`config.mk`:
```
export PLATFORM = sky130hd
export DESIGN_NAME = tlmf_ctrl
export DESIGN_NICKNAME = d
export VERILOG_FILES = /design/src/hdl/tlmf_pkg.sv /design/src/hdl/tlmf_ctrl.sv
export SDC_FILE = /design/constraint.sdc
export NUM_CORES = 1
export LEC_CHECK = 0
export ABC_CLOCK_PERIOD_IN_PS = 3100
export BUFFER_PORTS_ARGS = -buffer_cell sky130_fd_sc_hd__buf_2
export CORE_MARGIN = 4
export CORE_UTILIZATION = 50
export CTS_CLUSTER_SIZE = 30
export DETAILED_ROUTE_END_ITERATION = 12
export HOLD_SLACK_MARGIN = 0.15
export PLACE_DENSITY_LB_ADDON = 0.05
export SYNTH_ARGS = -nofsm -noshare
export SYNTH_HDL_FRONTEND = slang
export SYNTH_SLANG_ARGS = --single-unit
export TNS_END_PERCENT = 100
```
`constraint.sdc`:
```
create_clock -name clk -period 3.1 [get_ports clk]
set_input_delay 0.155 -clock clk [delete_from_list [all_inputs] [get_ports clk]]
set_output_delay 0.155 -clock clk [all_outputs]
set_load 0.05 [all_outputs]
```
`src/hdl/tlmf_pkg.sv`:
```
// Shared constants, types and helpers of the two-layer mean MLP forward unit.
`default_nettype none

package tlmf_pkg;

    // Network size limits
    localparam int MAX_INPUTS  = 16;
    localparam int MAX_HIDDEN  = 16;
    localparam int MAX_OUTPUTS = 8;

    localparam int W1_DEPTH = MAX_INPUTS * MAX_HIDDEN;
    localparam int W2_DEPTH = MAX_HIDDEN * MAX_OUTPUTS;
    localparam int W1_AW    = $clog2(W1_DEPTH);
    localparam int W2_AW    = $clog2(W2_DEPTH);
    localparam int IN_IW    = $clog2(MAX_INPUTS);
    localparam int HID_IW   = $clog2(MAX_HIDDEN);

    // Word field widths
    localparam int FUNC_W = 2;
    localparam int SLOT_W = 8;
    localparam int VAL_W  = 16;
    localparam int FRAC_W = 12;
    localparam int NODE_W = 3;

    // Count register widths
    localparam int ICNT_W = 5;
    localparam int HCNT_W = 5;
    localparam int OCNT_W = 4;
    localparam int CNT_W  = 5;

    // Exact sum of products and its Q4.12 magnitude
    localparam int MAX_SUM = (MAX_INPUTS > MAX_HIDDEN) ? MAX_INPUTS : MAX_HIDDEN;
    localparam int ACC_W   = 2 * VAL_W + $clog2(MAX_SUM) + 1;
    localparam int MAG_W   = ACC_W - FRAC_W;
    localparam int STEP_W  = $clog2(MAG_W + 1);

    // Configuration port
    localparam int APB_AW = 4;
    localparam int APB_DW = 32;

    localparam logic [1:0] REG_INPUT_COUNT  = 2'd0;
    localparam logic [1:0] REG_HIDDEN_COUNT = 2'd1;
    localparam logic [1:0] REG_OUTPUT_COUNT = 2'd2;

    typedef enum logic [FUNC_W-1:0] {
        FN_W1      = 2'd0,
        FN_W2      = 2'd1,
        FN_INPUT   = 2'd2,
        FN_COMPUTE = 2'd3
    } func_t;

    typedef struct packed {
        logic [ICNT_W-1:0] input_count;
        logic [HCNT_W-1:0] hidden_count;
        logic [OCNT_W-1:0] output_count;
    } cfg_t;

    // Controller to datapath
    typedef struct packed {
        logic             load;
        logic             acc_clear;
        logic             rd_en;
        logic             layer;
        logic [W1_AW-1:0] addr;
        logic [CNT_W-1:0] j;
        logic             div_start;
        logic [CNT_W-1:0] div_count;
        logic             hid_we;
        logic [CNT_W-1:0] row;
        logic             out_load;
        logic             out_last;
    } cmd_t;

    // Datapath to controller
    typedef struct packed {
        logic div_done;
        logic out_free;
    } stat_t;

    // Zero counts as one, anything above the limit as the limit
    function automatic logic [CNT_W-1:0] clamp_count(input logic [CNT_W-1:0] c,
                                                     input int maxc);
        logic [CNT_W-1:0] r;
        if (c == '0)
        begin
            r = CNT_W'(1);
        end
        else if (int'(c) > maxc)
        begin
            r = CNT_W'(maxc);
        end
        else
        begin
            r = c;
        end
        return r;
    endfunction

endpackage

`default_nettype wire

```
`src/hdl/tlmf_ctrl.sv`:
```
// Controller: sequences loads, row walks, divides and result emission.
`default_nettype none

module tlmf_ctrl
    import tlmf_pkg::*;
(
    input  wire logic  clk,
    input  wire logic  rst_n,
    input  wire cfg_t  cfg,
    input  wire logic  in_valid,
    input  wire logic  in_compute,
    output      logic  in_ready,
    input  wire stat_t stat,
    output      cmd_t  cmd
);

    typedef enum logic [7:0] {
        ST_IDLE   = 8'b0000_0001,
        ST_ROW    = 8'b0000_0010,
        ST_MAC    = 8'b0000_0100,
        ST_DRAIN1 = 8'b0000_1000,
        ST_DRAIN2 = 8'b0001_0000,
        ST_DIV    = 8'b0010_0000,
        ST_WAITD  = 8'b0100_0000,
        ST_EMIT   = 8'b1000_0000
    } ctrl_state_t;

    ctrl_state_t      state_reg, state_next;
    logic             layer_reg, layer_next;
    logic [CNT_W-1:0] row_reg, row_next;
    logic [CNT_W-1:0] j_reg, j_next;
    logic [W1_AW-1:0] addr_reg, addr_next;
    logic [CNT_W-1:0] ni, nh, no, cnt_cur;
    logic             row_last;

    assign ni = clamp_count(CNT_W'(cfg.input_count), MAX_INPUTS);
    assign nh = clamp_count(CNT_W'(cfg.hidden_count), MAX_HIDDEN);
    assign no = clamp_count(CNT_W'(cfg.output_count), MAX_OUTPUTS);

    assign cnt_cur  = layer_reg ? nh : ni;
    assign row_last = layer_reg ? (row_reg == no - CNT_W'(1)) : (row_reg == nh - CNT_W'(1));

    always_comb
    begin
        state_next = state_reg;
        layer_next = layer_reg;
        row_next   = row_reg;
        j_next     = j_reg;
        addr_next  = addr_reg;
        in_ready   = 1'b0;

        cmd           = '0;
        cmd.layer     = layer_reg;
        cmd.addr      = addr_reg;
        cmd.j         = j_reg;
        cmd.div_count = cnt_cur;
        cmd.row       = row_reg;
        cmd.out_last  = row_last;

        unique case (state_reg)
            ST_IDLE:
            begin
                in_ready = 1'b1;
                if (in_valid && in_compute)
                begin
                    layer_next = 1'b0;
                    row_next   = '0;
                    addr_next  = '0;
                    state_next = ST_ROW;
                end
                else if (in_valid)
                begin
                    cmd.load = 1'b1;
                end
            end
            ST_ROW:
            begin
                cmd.acc_clear = 1'b1;
                j_next        = '0;
                state_next    = ST_MAC;
            end
            ST_MAC:
            begin
                cmd.rd_en = 1'b1;
                addr_next = addr_reg + W1_AW'(1);
                j_next    = j_reg + CNT_W'(1);
                if (j_reg == cnt_cur - CNT_W'(1))
                begin
                    state_next = ST_DRAIN1;
                end
            end
            ST_DRAIN1:
            begin
                state_next = ST_DRAIN2;
            end
            ST_DRAIN2:
            begin
                state_next = ST_DIV;
            end
            ST_DIV:
            begin
                cmd.div_start = 1'b1;
                state_next    = ST_WAITD;
            end
            ST_WAITD:
            begin
                if (stat.div_done)
                begin
                    if (layer_reg)
                    begin
                        state_next = ST_EMIT;
                    end
                    else
                    begin
                        cmd.hid_we = 1'b1;
                        state_next = ST_ROW;
                        if (row_last)
                        begin
                            layer_next = 1'b1;
                            row_next   = '0;
                            addr_next  = '0;
                        end
                        else
                        begin
                            row_next = row_reg + CNT_W'(1);
                        end
                    end
                end
            end
            ST_EMIT:
            begin
                if (stat.out_free)
                begin
                    cmd.out_load = 1'b1;
                    if (row_last)
                    begin
                        state_next = ST_IDLE;
                    end
                    else
                    begin
                        row_next   = row_reg + CNT_W'(1);
                        state_next = ST_ROW;
                    end
                end
            end
            default:
            begin
                state_next = ST_IDLE;
            end
        endcase
    end

    always_ff @(posedge clk or negedge rst_n)
    begin
        if (!rst_n)
        begin
            state_reg <= ST_IDLE;
            layer_reg <= 1'b0;
            row_reg   <= '0;
            j_reg     <= '0;
            addr_reg  <= '0;
        end
        else
        begin
            state_reg <= state_next;
            layer_reg <= layer_next;
            row_reg   <= row_next;
            j_reg     <= j_next;
            addr_reg  <= addr_next;
        end
    end

endmodule

`default_nettype wire

```
After elaboration in Yosys (flattened, before gate mapping)
Index checks and enable logic that the tools add are counted.
{"block": "op_classes", "n_addsub": 6, "n_lt_le_gt_ge": 3, "n_eq_ne": 18, "n_mux": 45, "n_reduce_logical": 12}
{"op": "$mux W8", "n": 9}
{"op": "$pmux W8 S8", "n": 1}
{"op": "$mux W5", "n": 11}
{"op": "$pmux W8 S3", "n": 1}
{"op": "$mux W1", "n": 17}
{"op": "$eq A5 B5 Y1", "n": 3}
{"op": "$pmux W5 S3", "n": 1}
{"op": "$sub A5 B1 Y5 const B", "n": 3}
{"op": "$ne A2 B2 Y1 const B", "n": 7}
{"op": "$add A5 B1 Y5 const B", "n": 2}
{"op": "$gt A5 B5 Y1 const B", "n": 2}
{"op": "$logic_not A5 Y1", "n": 2}
{"op": "$pmux W5 S2", "n": 1}
{"op": "$add A8 B1 Y8 const B", "n": 1}
{"op": "$eq A8 B1 Y1 const B", "n": 1}
{"op": "$eq A8 B2 Y1 const B", "n": 1}
{"op": "$eq A8 B3 Y1 const B", "n": 1}
{"op": "$eq A8 B4 Y1 const B", "n": 1}
{"op": "$eq A8 B5 Y1 const B", "n": 1}
{"op": "$eq A8 B6 Y1 const B", "n": 1}
{"op": "$eq A8 B7 Y1 const B", "n": 1}
{"op": "$eq A8 B8 Y1 const B", "n": 1}
{"op": "$mux W4", "n": 2}
{"op": "$reduce_and A6 Y1", "n": 1}
{"op": "other kinds (10)", "n": 12}
{"block": "word_totals", "register_bits": 27, "inputBits": 20, "output_inout_bits": 32, "word_cells": 89}

Longest topological paths before layout
{"block": "logic_depth", "depth_word": 10, "ltp_mapped": 13, "mapped_depth_nobuf": 10}

Worst setup path after synthesis
No wires, ideal clock.
{"block": "synth_path", "kind": "register -> register", "start": "reg state_reg[7]", "end": "reg state_reg[6]", "arrival_time_ps": 2753, "required_ps": 3018, "setup_slack_ps": 265, "stages_incl_launch_ff": 5, "path_buffers": 0, "period_less_slack_ps": 2835, "path_cell_list": "dfrtp_1 > nor2_1 > nand3b_1 > nor4b_1 > o21bai_1"}
{"block": "synth_via", "elab_chain_cells": 3, "elab_cells_between_ends": 14, "cone_classes": "eq/ne: 12; mux: 1; reduce/logical: 1"}
{"item": "from (decl)", "line_no": "tlmf_ctrl.sv:28", "rtl": "ctrl_state_t state_reg, state_next;"}
{"item": "from (signal assigned)", "line_no": "tlmf_ctrl.sv:165", "rtl": "state_reg <= state_next;"}
{"item": "$eq A8 B3 Y1 (tied with other cells)", "line_no": "tlmf_ctrl.sv:60", "rtl": "unique case (state_reg)"}
{"item": "$ne A2 B2 Y1 (no line)"}
{"item": "$reduce_and A4 Y1 (no line)"}
Parallel ways exist; a longest one is shown, timed or not.
A chain may end at the register's enable or synchronous reset.

==> run_results.csv <==
group,metric,value,unit
final_layout,nets,305,
final_layout,antenna_cells,0,
synthesis,synthArstFlopShare,100,%
floorplan,die_area,5040,um2
critical_path,path_class,"reg2out",
final_layout,areaGrowthSynthToFinish,18.3,%
sta,timing.fmax,336,MHz
hold_path,hold_path_class,"in2reg",
grt,grt_use_total,19.3,%
final_layout,layout_commonest_cell,"buf_2",
synthesis,ys_seq_area_share,34.1,%
grt,grt_pass1_wl,8.09,mm
critical_path,required,2.94,ns
synthesis,synth.distinct_cells,65,
critical_path,rr_startpoint,"layer_reg",
power,internal_power,0.764,mW
route,final_antenna_net_count,0,
place,place_inst,320,
synthesis,syn-cell-area,1980,um2
sta,hold_viol,0,
sta,setup_viol,0,
synthesis,yosysWarnings,0,
cts,numCtsBuffers,3,
synthesis,yosys.area.top_type,"dfrtp_1",
synthesis,synth_flop_cell,"dfrtp_1",
grt,grt-ovfl-total,0,
route,wl_per_cell,14.4,um
route,routed_wl,4.71,mm
grt,grt_pass1_vias,1756,
final_layout,drive_gt1_share,28.0,%
grt,antenna_found_initial,0,
power,p_per_area,655,nW/um2
cts,cts_num_sinks,27,
critical_path,reg2reg_depth,10,
hold_path,min_path_cells,4,
synthesis,synthesis.nets,254,
critical_path,worstReg2RegEnd,"row_reg[4]",
floorplan,ioPinCount,52,
power,swShare,50.3,%
sta,fin_crit_sh,96.1,%
sta,fin_tns_setup,0,ns
cts,path_clk_slew,0.10,ns
synthesis,ys_seq_elements,27,
sta,slew_headroom,58.2,%
floorplan,core.rowCount,22,
route,drc_errors,0,
floorplan,die_h,71.0,um
hold_path,min_to,"state_reg[0]",
route,first_pass_iters,4,
synthesis,syn-instance-count,229,
sta,maxSlewViolCount,0,
sta,tightestPinTransition,0.627,ns
place,dp_hpwl,3.50,mm
grt,grt_max_degree,28,
power,clkPwrFrac,13.7,%
power,leakagePower,1.16,nW
route,vias,1922,
power,ir_drop,0.763,mV
cts,cts_root_buffer,"clkbuf_8",
floorplan,die_w,71.0,um
critical_path,critPathLaunchType,"flip-flop",
synthesis,synth_top_area_share,32.8,%
critical_path,end_kind,"output pin",
cts,clk_latency,0.28,ns
synthesis,synth_area_leaders,"dfrtp_1 (33%), o21ai_0 (5.6%), a21oi_1 (4.0%), ha_1 (3.2%), nor2_1 (2.8%)",
place,gp_congestion,0.851,
critical_path,crit_arrival,2.82,ns
route,drtIter0Drc,115,
power,switchingPower,0.772,mW
place,port_buffers,51,
floorplan,core_area,3740,um2
power,pwr-share-comb,52.5,%
run,drv_cap,0,
cts,cts_buffer_depth,2,
run_status,status,"finished clean",
critical_path,reg2reg_slack,0.32,ns
critical_path,crit_fanout,8,
synthesis,synth_edf_count,0,
sta,hold_ws,0.319,ns
final_layout,n_fill_cell,362,
power,p_seq_share,33.9,%
sta,fin_crit,2.98,ns
floorplan,initial_core_util,53.0,%
route,viasPerCell,5.88,
hold_path,hold_path_startpoint,"in_valid",
final_layout,finalNonFillerCells,327,
synthesis,synth_area_per_cell,8.66,um2
sta,finClkSkew,0.00303,ns
final_layout,most-common-layout-cells,"buf_2 (50), dfrtp_1 (26), o21ai_0 (22)",
cts,cts_tree,"built",
cts,cts-htree-levels,1,
-- cell usage after synthesis, types with 5 or more instances --
cell / n
a21oi_1: 16
and3_1: 7
dfrtp_1: 26
ha_1: 5
inv_1: 13
nand2_1: 10
nand3_1: 10
nor2_1: 15
nor3_1: 5
o21a_1: 5
o21ai_0: 22
or3_1: 5
xor2_1: 5
-- cell families (layout without fill, tap and decap cells) --
group	count (synthesis)	after routing	synth area share (%)
buf+inv	24	74	5.80
mux	3	3	1.64
xor+xnor	8	8	3.53
fa+ha+maj	5	5	3.15
compound gates	72	72	23.7
simple gates	90	90	28.0
flops	27	27	34.1
-- power by group through the flow --
| stage | logic [mW] | registers (mW) | clock network, mW |
|---|---|---|---|
| CTS | 0.806 | 0.520 | 0.219 |
| global route | 0.891 | 0.541 | 0.228 |
| detailed placement | 0.801 | 0.526 | 0 |
| finish | 0.806 | 0.520 | 0.210 |
| global placement | 0.800 | 0.525 | 0 |
| floorplan | 0.436 | 0.689 | 0 |
-- how the worst max path moves through the flow --
stage,slack (ns),endpoint,from,depth (start not counted)
2_1_floorplan,0.27,state_reg[6],state_reg[7],4
5_1_grt,-0.02,cmd[0],layer_reg,9
4_1_cts,0.03,cmd[0],layer_reg,9
6_report,0.12,cmd[0],layer_reg,9
3_5_place_dp,0.35,state_reg[1],layer_reg,10
3_3_place_gp,0.41,addr_reg[6],layer_reg,10
-- critical path, cell delays in order (launching register included) --
cell      delay [ns]
dfrtp_1         0.46
and2b_2         0.22
o21ai_0         0.09
and2_2          0.19
ha_1            0.21
nand3_1         0.12
or4b_4          0.51
a211oi_4        0.27
and2_4          0.23
clkbuf_4        0.24
-- per-stage QoR --
step	power [mW]	setup WS (ns)	utilization [%]	instance area, um2
after floorplan	1.13	0.265	-	1980
after global placement	1.32	0.415	60.2	2250
after detailed placement	1.33	0.350	60.2	2250
after CTS	1.54	0.0323	62.3	2330
after global routing	1.66	-0.0156	62.7	2350
final	1.54	0.121	62.7	2350
-- what timing repair did --
item / in CTS / in global routing
setup endpoints to repair: 0 / 1
buffers inserted: 0 / 0
gates resized for setup: 0 / 4
hold buffers: 3 / 0
endpoints found under the hold margin: 28 / 0
-- per-layer routing --
| layer | track usage [%] | vias to the layer above | wire length (um) |
|---|---|---|---|
| met1 | 28.3 | 899 | 2290 |
| met2 | 30.2 | 55 | 2100 |
| met4 | 5.01 | 0 | 42 |
| met3 | 2.41 | 4 | 280 |
| met5 | 0 | - | 0 |
| li1 | - | 964 | - |
-- area by class of cell --
cell class | count | area (um2) | area share (%)
Multi-Input combinational cell | 178 | 1200 | 51.2
Sequential cell | 27 | 677 | 28.9
Timing Repair Buffer | 57 | 310 | 13.2
Tap cell | 48 | 60.1 | 2.56
Inverter | 13 | 48.8 | 2.08
Clock buffer | 3 | 41.3 | 1.76
Clock inverter | 1 | 7.51 | 0.320
Power figures use the tool's default switching activity.
